File: src/hw/rtl/ncid_pkg.sv
// Shared types and codes for the NEW_CONNECTION_ID frame parser.
// No dependencies; every other file of the parser but ncid_if imports this package.
package ncid_pkg;

   localparam int VARINT_W = 62;

   // Result kinds.
   localparam logic [1:0] KIND_CID    = 2'd0;
   localparam logic [1:0] KIND_TOKEN  = 2'd1;
   localparam logic [1:0] KIND_FINISH = 2'd2;

   // Finish status codes.
   localparam logic [1:0] STATUS_OK     = 2'd0;
   localparam logic [1:0] STATUS_TRUNC  = 2'd1;
   localparam logic [1:0] STATUS_CIDLEN = 2'd2;

   typedef struct packed {
      logic [1:0]          kind;
      logic [7:0]          data_out;
      logic [4:0]          byte_index;
      logic [1:0]          status;
      logic [VARINT_W-1:0] sequence_number;
      logic [VARINT_W-1:0] retire_prior;
      logic [4:0]          cid_length;
      logic [5:0]          consumed_length;
      logic                last_of_run;
   } rsp_item_type;

   // Which of the two result slots the parser fills for one input transaction.
   typedef struct packed {
      logic valid0;
      logic valid1;
   } push_type;

endpackage

File: src/hw/rtl/ncid_if.sv
// Valid/ready channel interfaces for the NEW_CONNECTION_ID frame parser.
// Depends on nothing; the payload widths follow the frame fields.
interface ncid_req_if;
   logic       valid;
   logic       ready;
   logic [7:0] data_in;
   logic       buffer_end;

   modport source(output valid, data_in, buffer_end, input ready);
   modport sink(input valid, data_in, buffer_end, output ready);
endinterface

interface ncid_rsp_if;
   logic        valid;
   logic        ready;
   logic [1:0]  kind;
   logic [7:0]  data_out;
   logic [4:0]  byte_index;
   logic [1:0]  status;
   logic [61:0] sequence_number;
   logic [61:0] retire_prior;
   logic [4:0]  cid_length;
   logic [5:0]  consumed_length;
   logic        last_of_run;

   modport source(output valid, kind, data_out, byte_index, status, sequence_number,
                  retire_prior, cid_length, consumed_length, last_of_run, input ready);
   modport sink(input valid, kind, data_out, byte_index, status, sequence_number,
                retire_prior, cid_length, consumed_length, last_of_run, output ready);
endinterface

File: src/hw/rtl/ncid_parse_core.sv
// Frame state registers and the per-byte decode logic of the parser.
// Depends on ncid_pkg; produces up to two results per accepted byte.
module ncid_parse_core #(
   parameter int MAX_CID_LEN = 20,
   parameter int TOKEN_LEN   = 16
) (
   input  logic                  clock,
   input  logic                  reset,
   input  logic                  accept,
   input  logic [7:0]            data_in,
   input  logic                  buffer_end,
   output ncid_pkg::push_type     push,
   output ncid_pkg::rsp_item_type item0,
   output ncid_pkg::rsp_item_type item1
);
   import ncid_pkg::*;

   localparam int FIELD_MAX = (MAX_CID_LEN > TOKEN_LEN) ? MAX_CID_LEN : TOKEN_LEN;
   localparam int FC_W      = $clog2(FIELD_MAX + 1);
   localparam int ID_W      = $clog2(MAX_CID_LEN + 1);
   localparam logic [8:0] CID_LIMIT = 9'(MAX_CID_LEN);
   localparam logic [8:0] TOKEN_END = 9'(TOKEN_LEN);

   localparam logic [2:0] PH_TYPE   = 3'd0;
   localparam logic [2:0] PH_SEQ    = 3'd1;
   localparam logic [2:0] PH_RETIRE = 3'd2;
   localparam logic [2:0] PH_CIDLEN = 3'd3;
   localparam logic [2:0] PH_CID    = 3'd4;
   localparam logic [2:0] PH_TOKEN  = 3'd5;
   localparam logic [2:0] PH_SKIP   = 3'd6;

   logic [2:0]          phase_ff, phase_in;
   logic [2:0]          vleft_ff, vleft_in;
   logic [VARINT_W-1:0] vacc_ff, vacc_in;
   logic [VARINT_W-1:0] seq_ff, seq_in;
   logic [VARINT_W-1:0] retire_ff, retire_in;
   logic [ID_W-1:0]     id_len_ff, id_len_in;
   logic [FC_W-1:0]     fcount_ff, fcount_in;
   logic [5:0]          taken_ff, taken_in;

   logic                in_frame;
   logic [5:0]          taken_inc;
   logic [VARINT_W-1:0] acc_new;
   logic [2:0]          left_new;
   logic                vdone;
   logic [FC_W:0]       fc_plus;
   logic                byte_v, fin_v, finished;
   rsp_item_type        byte_item, fin_item;

   assign in_frame  = (phase_ff <= PH_TOKEN);
   assign taken_inc = (in_frame && taken_ff != 6'h3f) ? 6'(taken_ff + 6'd1) : taken_ff;
   assign fc_plus   = (FC_W + 1)'({1'b0, fcount_ff} + 1'b1);

   // Variable-length integer step: the first byte carries the length code.
   always_comb begin
      if (vleft_ff == 3'd0) begin
         acc_new = {56'd0, data_in[5:0]};
         unique case (data_in[7:6])
            2'd0:    left_new = 3'd0;
            2'd1:    left_new = 3'd1;
            2'd2:    left_new = 3'd3;
            default: left_new = 3'd7;
         endcase
      end else begin
         acc_new  = {vacc_ff[VARINT_W-9:0], data_in};
         left_new = vleft_ff - 3'd1;
      end
      vdone = (left_new == 3'd0);
   end

   always_comb begin
      phase_in  = phase_ff;
      vleft_in  = vleft_ff;
      vacc_in   = vacc_ff;
      seq_in    = seq_ff;
      retire_in = retire_ff;
      id_len_in = id_len_ff;
      fcount_in = fcount_ff;
      taken_in  = taken_inc;
      byte_v    = 1'b0;
      fin_v     = 1'b0;
      finished  = 1'b0;
      byte_item = '0;
      fin_item  = '0;

      unique case (phase_ff)
         PH_TYPE: begin
            seq_in    = '0;
            retire_in = '0;
            id_len_in = '0;
            fcount_in = '0;
            vleft_in  = '0;
            vacc_in   = '0;
            taken_in  = 6'd1;
            phase_in  = PH_SEQ;
         end
         PH_SEQ: begin
            vacc_in  = acc_new;
            vleft_in = left_new;
            if (vdone) begin
               seq_in   = acc_new;
               phase_in = PH_RETIRE;
            end
         end
         PH_RETIRE: begin
            vacc_in  = acc_new;
            vleft_in = left_new;
            if (vdone) begin
               retire_in = acc_new;
               phase_in  = PH_CIDLEN;
            end
         end
         PH_CIDLEN: begin
            if ({1'b0, data_in} > CID_LIMIT) begin
               fin_v                    = 1'b1;
               finished                 = 1'b1;
               fin_item.kind            = KIND_FINISH;
               fin_item.status          = STATUS_CIDLEN;
               fin_item.sequence_number = seq_ff;
               fin_item.retire_prior    = retire_ff;
               phase_in                 = buffer_end ? PH_TYPE : PH_SKIP;
            end else begin
               id_len_in = data_in[ID_W-1:0];
               fcount_in = '0;
               phase_in  = (data_in != 8'd0) ? PH_CID : PH_TOKEN;
            end
         end
         PH_CID: begin
            byte_v               = 1'b1;
            byte_item.kind       = KIND_CID;
            byte_item.data_out   = data_in;
            byte_item.byte_index = 5'(fcount_ff);
            fcount_in            = fc_plus[FC_W-1:0];
            if (9'(fc_plus) >= 9'(id_len_ff)) begin
               fcount_in = '0;
               phase_in  = PH_TOKEN;
            end
         end
         PH_TOKEN: begin
            byte_v               = 1'b1;
            byte_item.kind       = KIND_TOKEN;
            byte_item.data_out   = data_in;
            byte_item.byte_index = 5'(fcount_ff);
            fcount_in            = fc_plus[FC_W-1:0];
            if (9'(fc_plus) >= TOKEN_END) begin
               fin_v                    = 1'b1;
               finished                 = 1'b1;
               fin_item.kind            = KIND_FINISH;
               fin_item.status          = STATUS_OK;
               fin_item.sequence_number = seq_ff;
               fin_item.retire_prior    = retire_ff;
               fin_item.cid_length      = 5'(id_len_ff);
               fin_item.consumed_length = taken_inc;
               fcount_in                = '0;
               phase_in                 = buffer_end ? PH_TYPE : PH_SKIP;
            end
         end
         default: begin
            if (buffer_end) begin
               phase_in = PH_TYPE;
            end
         end
      endcase

      // Buffer ended before the frame was complete.
      if (buffer_end && in_frame && !finished) begin
         fin_v                    = 1'b1;
         fin_item                 = '0;
         fin_item.kind            = KIND_FINISH;
         fin_item.status          = STATUS_TRUNC;
         fin_item.sequence_number = seq_in;
         fin_item.retire_prior    = retire_in;
         fin_item.cid_length      = 5'(id_len_in);
         phase_in                 = PH_TYPE;
      end

      fin_item.last_of_run  = 1'b1;
      byte_item.last_of_run = !fin_v;
   end

   assign item0       = byte_v ? byte_item : fin_item;
   assign item1       = fin_item;
   assign push.valid0 = accept && (byte_v || fin_v);
   assign push.valid1 = accept && byte_v && fin_v;

   always_ff @(posedge clock) begin
      if (reset) begin
         phase_ff  <= PH_TYPE;
         vleft_ff  <= '0;
         vacc_ff   <= '0;
         seq_ff    <= '0;
         retire_ff <= '0;
         id_len_ff <= '0;
         fcount_ff <= '0;
         taken_ff  <= '0;
      end else if (accept) begin
         phase_ff  <= phase_in;
         vleft_ff  <= vleft_in;
         vacc_ff   <= vacc_in;
         seq_ff    <= seq_in;
         retire_ff <= retire_in;
         id_len_ff <= id_len_in;
         fcount_ff <= fcount_in;
         taken_ff  <= taken_in;
      end
   end

endmodule

File: src/hw/rtl/ncid_out_fifo.sv
// Four-entry result queue that takes up to two results per cycle and gives one while the reader is ready.
// Depends on ncid_pkg for the result item type and the push control struct.
module ncid_out_fifo (
   input  logic                  clock,
   input  logic                  reset,
   input  ncid_pkg::push_type     push,
   input  ncid_pkg::rsp_item_type item0,
   input  ncid_pkg::rsp_item_type item1,
   input  logic                  out_ready,
   output logic                  out_valid,
   output ncid_pkg::rsp_item_type out_item,
   output logic                  has_room
);
   import ncid_pkg::*;

   rsp_item_type mem_ff [4];
   logic [1:0]   wr_ptr_ff, rd_ptr_ff;
   logic [2:0]   count_ff;
   logic         pop;
   logic [2:0]   n_push;

   assign out_valid = (count_ff != 3'd0);
   assign out_item  = mem_ff[rd_ptr_ff];
   assign has_room  = (count_ff <= 3'd2);
   assign pop       = out_valid && out_ready;
   assign n_push    = 3'(push.valid0) + 3'(push.valid1);

   always_ff @(posedge clock) begin
      if (push.valid0) begin
         mem_ff[wr_ptr_ff] <= item0;
      end
      if (push.valid1) begin
         mem_ff[2'(wr_ptr_ff + 2'd1)] <= item1;
      end
   end

   always_ff @(posedge clock) begin
      if (reset) begin
         wr_ptr_ff <= '0;
         rd_ptr_ff <= '0;
         count_ff  <= '0;
      end else begin
         wr_ptr_ff <= 2'(wr_ptr_ff + n_push[1:0]);
         rd_ptr_ff <= 2'(rd_ptr_ff + 2'(pop));
         count_ff  <= 3'(count_ff + n_push - 3'(pop));
      end
   end

endmodule

File: src/hw/rtl/quic_new_cid_frame_parser_unit.sv
// Results of a byte transaction are registered in the result queue before they are presented.
// Throughput: one byte per cycle; a token byte that finishes the frame, or a CID or token byte
// that ends the buffer, gives two results, drained at one per cycle while the receiver is ready,
// and byte intake stalls while three or more results wait in the queue.
// Reset: synchronous, active high; clears the frame state and empties the result queue.
// Depends on ncid_pkg, ncid_if, ncid_parse_core and ncid_out_fifo.
module quic_new_cid_frame_parser_unit #(
   parameter int MAX_CID_LEN = 20,
   parameter int TOKEN_LEN   = 16
) (
   input logic         clock,
   input logic         reset,
   ncid_req_if.sink    req_ch,
   ncid_rsp_if.source  rsp_ch
);
   import ncid_pkg::*;

   // A request transaction moves one frame byte. The core decodes it against the
   // registered frame state in the same cycle and writes zero, one or two results
   // into the output queue. Ready stays high while the queue has room for two
   // results, so the input side keeps streaming while earlier results wait.
   logic         accept;
   push_type     push;
   rsp_item_type item0, item1, out_item;
   logic         has_room;

   assign accept       = req_ch.valid && req_ch.ready;
   assign req_ch.ready = has_room;

   ncid_parse_core #(
      .MAX_CID_LEN(MAX_CID_LEN),
      .TOKEN_LEN  (TOKEN_LEN)
   ) u_core (
      .clock     (clock),
      .reset     (reset),
      .accept    (accept),
      .data_in   (req_ch.data_in),
      .buffer_end(req_ch.buffer_end),
      .push      (push),
      .item0     (item0),
      .item1     (item1)
   );

   // The queue splits the two sides: a stalled result does not stop byte intake
   // until the queue can no longer absorb a two-result transaction.
   ncid_out_fifo u_fifo (
      .clock    (clock),
      .reset    (reset),
      .push     (push),
      .item0    (item0),
      .item1    (item1),
      .out_ready(rsp_ch.ready),
      .out_valid(rsp_ch.valid),
      .out_item (out_item),
      .has_room (has_room)
   );

   assign rsp_ch.kind            = out_item.kind;
   assign rsp_ch.data_out        = out_item.data_out;
   assign rsp_ch.byte_index      = out_item.byte_index;
   assign rsp_ch.status          = out_item.status;
   assign rsp_ch.sequence_number = out_item.sequence_number;
   assign rsp_ch.retire_prior    = out_item.retire_prior;
   assign rsp_ch.cid_length      = out_item.cid_length;
   assign rsp_ch.consumed_length = out_item.consumed_length;
   assign rsp_ch.last_of_run     = out_item.last_of_run;

endmodule

File: src/flat_wrapper.sv
// flat-port wrapper written by rule: the top's interface ports become plain ports
module quic_new_cid_frame_parser_unit_flat import ncid_pkg::*;
#(
   parameter int MAX_CID_LEN = 20,
   parameter int TOKEN_LEN   = 16
)
  (clock, reset, req_ch_valid, req_ch_data_in, req_ch_buffer_end, req_ch_ready, rsp_ch_valid, rsp_ch_kind, rsp_ch_data_out, rsp_ch_byte_index, rsp_ch_status, rsp_ch_sequence_number, rsp_ch_retire_prior, rsp_ch_cid_length, rsp_ch_consumed_length, rsp_ch_last_of_run, rsp_ch_ready);
  ncid_req_if req_ch_i ();
  ncid_rsp_if rsp_ch_i ();
  input logic clock;
  input logic reset;
  input wire logic [$bits(req_ch_i.valid)-1:0] req_ch_valid;
  input wire logic [$bits(req_ch_i.data_in)-1:0] req_ch_data_in;
  input wire logic [$bits(req_ch_i.buffer_end)-1:0] req_ch_buffer_end;
  output wire logic [$bits(req_ch_i.ready)-1:0] req_ch_ready;
  output wire logic [$bits(rsp_ch_i.valid)-1:0] rsp_ch_valid;
  output wire logic [$bits(rsp_ch_i.kind)-1:0] rsp_ch_kind;
  output wire logic [$bits(rsp_ch_i.data_out)-1:0] rsp_ch_data_out;
  output wire logic [$bits(rsp_ch_i.byte_index)-1:0] rsp_ch_byte_index;
  output wire logic [$bits(rsp_ch_i.status)-1:0] rsp_ch_status;
  output wire logic [$bits(rsp_ch_i.sequence_number)-1:0] rsp_ch_sequence_number;
  output wire logic [$bits(rsp_ch_i.retire_prior)-1:0] rsp_ch_retire_prior;
  output wire logic [$bits(rsp_ch_i.cid_length)-1:0] rsp_ch_cid_length;
  output wire logic [$bits(rsp_ch_i.consumed_length)-1:0] rsp_ch_consumed_length;
  output wire logic [$bits(rsp_ch_i.last_of_run)-1:0] rsp_ch_last_of_run;
  input wire logic [$bits(rsp_ch_i.ready)-1:0] rsp_ch_ready;
  assign req_ch_i.valid = req_ch_valid;
  assign req_ch_i.data_in = req_ch_data_in;
  assign req_ch_i.buffer_end = req_ch_buffer_end;
  assign req_ch_ready = req_ch_i.ready;
  assign rsp_ch_valid = rsp_ch_i.valid;
  assign rsp_ch_kind = rsp_ch_i.kind;
  assign rsp_ch_data_out = rsp_ch_i.data_out;
  assign rsp_ch_byte_index = rsp_ch_i.byte_index;
  assign rsp_ch_status = rsp_ch_i.status;
  assign rsp_ch_sequence_number = rsp_ch_i.sequence_number;
  assign rsp_ch_retire_prior = rsp_ch_i.retire_prior;
  assign rsp_ch_cid_length = rsp_ch_i.cid_length;
  assign rsp_ch_consumed_length = rsp_ch_i.consumed_length;
  assign rsp_ch_last_of_run = rsp_ch_i.last_of_run;
  assign rsp_ch_i.ready = rsp_ch_ready;
  quic_new_cid_frame_parser_unit #(.MAX_CID_LEN(MAX_CID_LEN), .TOKEN_LEN(TOKEN_LEN)) u_core (.clock(clock), .reset(reset), .req_ch(req_ch_i), .rsp_ch(rsp_ch_i));
endmodule
File: config.mk
export PLATFORM = sky130hd
export DESIGN_NAME = quic_new_cid_frame_parser_unit_flat
export DESIGN_NICKNAME = d
export VERILOG_FILES = /design/src/hw/rtl/ncid_pkg.sv /design/src/hw/rtl/ncid_if.sv /design/src/hw/rtl/ncid_parse_core.sv /design/src/hw/rtl/ncid_out_fifo.sv /design/src/hw/rtl/quic_new_cid_frame_parser_unit.sv /design/src/flat_wrapper.sv
export SDC_FILE = /design/constraint.sdc
export NUM_CORES = 1
export LEC_CHECK = 0
export ABC_AREA = 1
export BUFFER_PORTS_ARGS = -buffer_cell sky130_fd_sc_hd__buf_4
export CORE_UTILIZATION = 60
export DETAILED_ROUTE_END_ITERATION = 16
export MAX_ROUTING_LAYER = met4
export PLACE_DENSITY = 0.8
export SLEW_MARGIN = 20
export SYNTH_ARGS = -nofsm -noshare
export SYNTH_HDL_FRONTEND = slang
export SYNTH_SLANG_ARGS = --single-unit
File: constraint.sdc
create_clock -name clock -period 7.5 [get_ports clock]
set_input_delay 1.125 -clock clock [delete_from_list [all_inputs] [get_ports clock]]
set_output_delay 1.125 -clock clock [all_outputs]
set_load 0.03 [all_outputs]
# --- Word level (Yosys, flattened, before mapping) ---
# Memory sizes are Yosys's and may differ from the RTL's. A register that Yosys moved wholly into a read port is not among the register bits.
# Cells that the tools add are included.
classes:
  n_eq_ne: 13
  reduce_logical: 25
  n_mux: 47
  n_addsub: 9
  n_lt_le_gt_ge: 5
ops:
  columns: ["cell", "count"]
  rows:
  - ["2-to-1 mux 153 bit", 2]
  - ["one-hot mux 126 bit (2 select lines)", 1]
  - ["one-hot mux 62 bit (2 select lines)", 2]
  - ["2-to-1 mux 62 bit", 3]
  - ["2-to-1 mux 135 bit", 1]
  - ["2-to-1 mux 126 bit", 1]
  - ["one-hot mux 54 bit (2 select lines)", 1]
  - ["one-hot mux 14 bit (2 select lines)", 1]
  - ["2-to-1 mux 3 bit", 9]
  - ["2-to-1 mux 5 bit", 4]
  - ["one-hot mux 5 bit (4 select lines)", 1]
  - ["one-hot mux 3 bit (6 select lines)", 1]
  - ["nonzero test 8 bit", 2]
  - ["2-to-1 mux 6 bit", 2]
  - ["!= test 3 bit, second input constant", 4]
  - ["2-to-1 mux 11 bit", 1]
  - ["one-hot mux 5 bit (2 select lines)", 1]
  - ["zero test 3 bit", 3]
  - ["2-to-1 mux 1 bit", 9]
  - ["one-hot mux 3 bit (3 select lines)", 1]
  - ["greater-than comparator 8 x 5 -> 1 bit, second input constant", 1]
  - ["logical AND 1 bit", 8]
  - ["adder 5 x 1 -> 6 bit, second input constant", 1]
  - ["adder 6 x 1 -> 6 bit, second input constant", 1]
  - ["other kinds (32)", 38]
word_totals:
  elab_cells: 111
  in_bits: 13
  mem_bits_rw: 612
  register_bits: 207
  mem_count: 1
  out_inout_bits: 155
mem_list:
  columns: ["name", "words", "width", "rd", "rd_clocked_by_memory_dff", "wr", "line", "text"]
  rows:
  - ["u_core.u_fifo.mem_ff", 4, 153, 1, 1, 2, "ncid_out_fifo.sv:16", "rsp_item_type mem_ff [4];"]

# --- Depth between registers and ports, before layout ---
depth:
  depth_word: 12
  mapped_depth: 20
  ltp_nobuf: 20

# --- Cells and area by module ---
# Synthesis repeated with hierarchy kept, for this count alone.
hier_totals:
  cells_unflattened: 5887
  area_unflattened_um2: 46392.0
modules_own_cells:
  columns: ["mod", "cells_per_inst", "seq_area_each_um2", "area_each_um2", "instances"]
  rows:
  - ["ncid_out_fifo", 3359, 18517.8, 32193.4, 1]
  - ["ncid_parse_core", 2526, 4003.8, 14191.1, 1]
  - ["quic_new_cid_frame_parser_unit", 2, 0.0, 7.5, 1]

# --- Worst setup path before layout ---
# Ideal clock, no wire load.
synth_path:
  kind: "input -> register"
  from: "in req_ch_data_in[0]"
  to: "mem u_core.u_fifo.mem_ff[0][100] in the netlist's numbering (enable)"
  path_buffers: 2
  setup_time_ps: 1189
  stages: 12
  setup_slack_ps: 1744
  t_required_ps: 6311
  arrival_time_ps: 4567
  path_cell_list: "nor2_1 nand2_1 nand2_1 nand3_1 nand2_2 nand3_4 nand2_4 inv_4 nand3_2 buf_2 buf_2 nand2_1"
synth_rtl:
  columns: ["element", "line", "text"]
  rows:
  - ["start, declared", "flat_wrapper.sv:13", "input wire logic [$bits(req_ch_i.data_in)-1:0] req_ch_data_in;"]
  - ["end, declared", "ncid_out_fifo.sv:16", null]

==> results.sh <==
export IMPL_status="complete, no violations"
export IMPL_crit_buf_inv=3
export IMPL_die_h_um=263
export IMPL_dp_hpwl_um=65400
export IMPL_p_leak_nw=22.8
export IMPL_relSlewSlack_pct=18.9
export IMPL_clock_path_buffers=3
export IMPL_grt_use_total_pct=33.2
export IMPL_layout_nets=5160
export IMPL_synthesis_area_mm2=0.0409
export IMPL_cellPowerDensity_mw_per_mm2=364
export IMPL_critical_path_cell_count=5
export IMPL_cts_tree="yes"
export IMPL_finalPower_w=0.0164
export IMPL_crit_fanout=159
export IMPL_post_synth_top_count_cell="nand2_1"
export IMPL_max_freq_mhz=216
export IMPL_rr_worst_depth=16
export IMPL_wl_met3_um=10600
export IMPL_placed_cells_incl_taps=5917
export IMPL_ys_ff_latch=819
export IMPL_postRouteAntennaNets=0
export IMPL_worstSetupStartpointType="register"
export IMPL_fin_crit_ns=4.62
export IMPL_yosys_top_cells_count="nand2_1 (1230), inv_1 (915), o21ai_0 (594), edfxtp_1 (552), nor2_1 (422)"
export IMPL_grt_max_degree=160
export IMPL_postCtsSetupRepairBufs=0
export IMPL_gp_congestion=0.917
export IMPL_cp_required_ns=6.38
export IMPL_topRoutingLayerUsed="met4"
export IMPL_synth_fp_nets=5216
export IMPL_detail_route_wl_per_cell_um=18.7
export IMPL_fin_ws_ns=2.88
export IMPL_core_area_mm2=0.0674
export IMPL_yosysWarnings=0
export IMPL_cts_buffers=85
export IMPL_via_count=34900
export IMPL_cp_common_cell="buf_4"
export IMPL_diodes=0
export IMPL_wl_met1_um=44000
export IMPL_crit_arrival_ns=3.50
export IMPL_grt_pass1_vias=32600
export IMPL_cts_resized=0
export IMPL_ios=168
export IMPL_multi_input_area_mm2=0.0140
export IMPL_min_path_type="reg2reg"
export IMPL_area_delta_synth_final_pct=9.90
export IMPL_rows=95
export IMPL_synth_top_area_share_pct=40.5
export IMPL_die_area_mm2=0.0693
export IMPL_synth_largest_area_cell="edfxtp_1"
export IMPL_r2r_slack_ns=3.03
export IMPL_final_cells=6076
export IMPL_syn_instance_count=5187
export IMPL_cts_clk_slew_worst_paths_ns=0.07
export IMPL_r2r_start="u_core.u_core.vleft_ff[0]$_SDFFE_PP0P_"
export IMPL_first_pass_iters=6
export IMPL_worstSetupPathType="reg2out"
export IMPL_cts_max_level=3
export IMPL_dpl_worst_slack_ns=2.61
export IMPL_worst_setup_path_end_kind="output pin"
export IMPL_ys_flop_type="edfxtp_1"
export IMPL_synthTopCellsByArea="edfxtp_1 (40%), dfxtp_1 (13%), nand2_1 (11%)"
export IMPL_cap_viol_max_count=0
export IMPL_port_buffers=167
export IMPL_regArea_mm2=0.0219
export IMPL_postCtsHoldBufs=0
export IMPL_first_iter_violations=4612
export IMPL_routed_via_density=5.75
export IMPL_fin_worst_skew_ns=0.0313
export IMPL_cpLargestDelayFamily="buffers and inverters"
export IMPL_cp_slowest_stage_delay_ns=0.81
export IMPL_startpoint="u_core.u_fifo.rd_ptr_ff[0]$_SDFF_PP0_"
export IMPL_rsz0062_at_grt="false"
export IMPL_routed_wl_um=114000
export IMPL_cts_sinks=819
export IMPL_avgSynthCellArea_um2=7.89
export IMPL_async_flop_share_pct=0
export IMPL_hold_viol=0
export IMPL_synth_edf_count=552
export IMPL_die_w_um=263
export IMPL_finalSetupViolations=0
export IMPL_fillerInstances=5333
export IMPL_synth_seq_area_share_pct=53.5
export IMPL_drc_errors=0
export IMPL_hp_start="u_core.u_core.vacc_ff[0]$_SDFFE_PP0P_"
export IMPL_max_slew_worst_pin_slew_ns=1.22
export IMPL_clk_latency_ns=0.66
export IMPL_grt_pass1_wl_um=177000
export IMPL_antenna_found_initial=0
export IMPL_drive_above_1_share_pct=7.46
export IMPL_grt_overflow=0
export IMPL_start_util_pct=60.8
export IMPL_wl_met2_um=54100
export IMPL_cts_root_buf="clkbuf_16"
export IMPL_slew_viol_final=0
export IMPL_whs_path_depth=2
export IMPL_critPathSlowestCell="buf_4"
export IMPL_ys_types=38
export IMPL_fin_crit_sh_pct=61.6
export IMPL_finalSetupTns_ns=0
export IMPL_peakVddDrop_mv=0.346
export IMPL_path_cells="inv_8 -> buf_4 -> o21ai_0 -> o22ai_1 -> buf_4"
-- worst min-delay path, stage by stage (launching register included) --
cell     delay, ns
dfxtp_1       0.31
nand2_1       0.06
a21oi_1       0.05
-- power by group --
group	total (W)	internal, W	switching [W]
clock	0.00428	0.00246	0.00181
combinational	0.00621	0.00168	0.00453
sequential	0.00590	0.00558	0.000324
total	0.0164	0.00972	0.00667
-- final cells by class --
type                            instances  area share [%]
Clock buffer                          118            5.44
Clock inverter                         41           0.787
Inverter                              931            7.80
Multi-Input combinational cell       3087            31.2
Sequential cell                       819            48.7
Tap cell                              873            2.43
Timing Repair Buffer                  207            3.63
-- logic make-up after synthesis --
kind of cell,synth area share [%]
AOI/OAI and AO/OA,13.3
and+or+nand+nor,19.9
buffers and inverters,12.5
adders and majority gates,0.507
xor gates and xnor gates,0.171
DFF,53.5
-- registers in the layout, summed over array words and instances (netlist names) --
name                     flops
u_core.u_core.fcount_ff      5
u_core.u_core.id_len_ff      5
u_core.u_core.phase_ff       3
u_core.u_core.retire_ff     62
u_core.u_core.seq_ff        62
u_core.u_core.taken_ff       6
u_core.u_core.vacc_ff       54
u_core.u_core.vleft_ff       3
u_core.u_fifo.count_ff       3
u_core.u_fifo.mem_ff       612
u_core.u_fifo.rd_ptr_ff      2
u_core.u_fifo.wr_ptr_ff      2
-- per-layer routing --
layer	track usage, %	vias to the layer above
li1	-	16500
met1	41.8	16300
met2	53.5	1785
met3	4.93	308
met4	14.5	0
met5	-	-
-- placed cells by master, fill, tap and decap left out, types with 18 or more instances in the layout --
master	count
nand2_1	1221
inv_1	913
o21ai_0	594
edfxtp_1	552
nor2_1	421
nand3_1	277
dfxtp_1	265
a21oi_1	250
buf_4	200
o22ai_1	139
clkbuf_16	89
nand4_1	62
o21ai_1	55
clkinv_2	18
-- worst paths after layout --
path / endpoint
setup / recovery: rsp_ch_sequence_number[33]
hold / removal: u_core.u_core.vacc_ff[0]$_SDFFE_PP0P_
setup reg to reg: u_core.u_fifo.mem_ff[1][75]$_DFFE_PP_
hold reg to reg: u_core.u_core.vacc_ff[0]$_SDFFE_PP0P_
-- stage by stage --
stage | util, % | area [µm²] | hold slack [ns]
after floorplan | - | 40900 | 0.437
after global placement | 62.6 | 42200 | 0.449
after detailed placement | 62.6 | 42200 | 0.451
after CTS | 66.8 | 45000 | 0.469
after global routing | 66.8 | 45000 | 0.491
final | 66.8 | 45000 | 0.468
No activity file was read; power rests on OpenSTA's default activity.
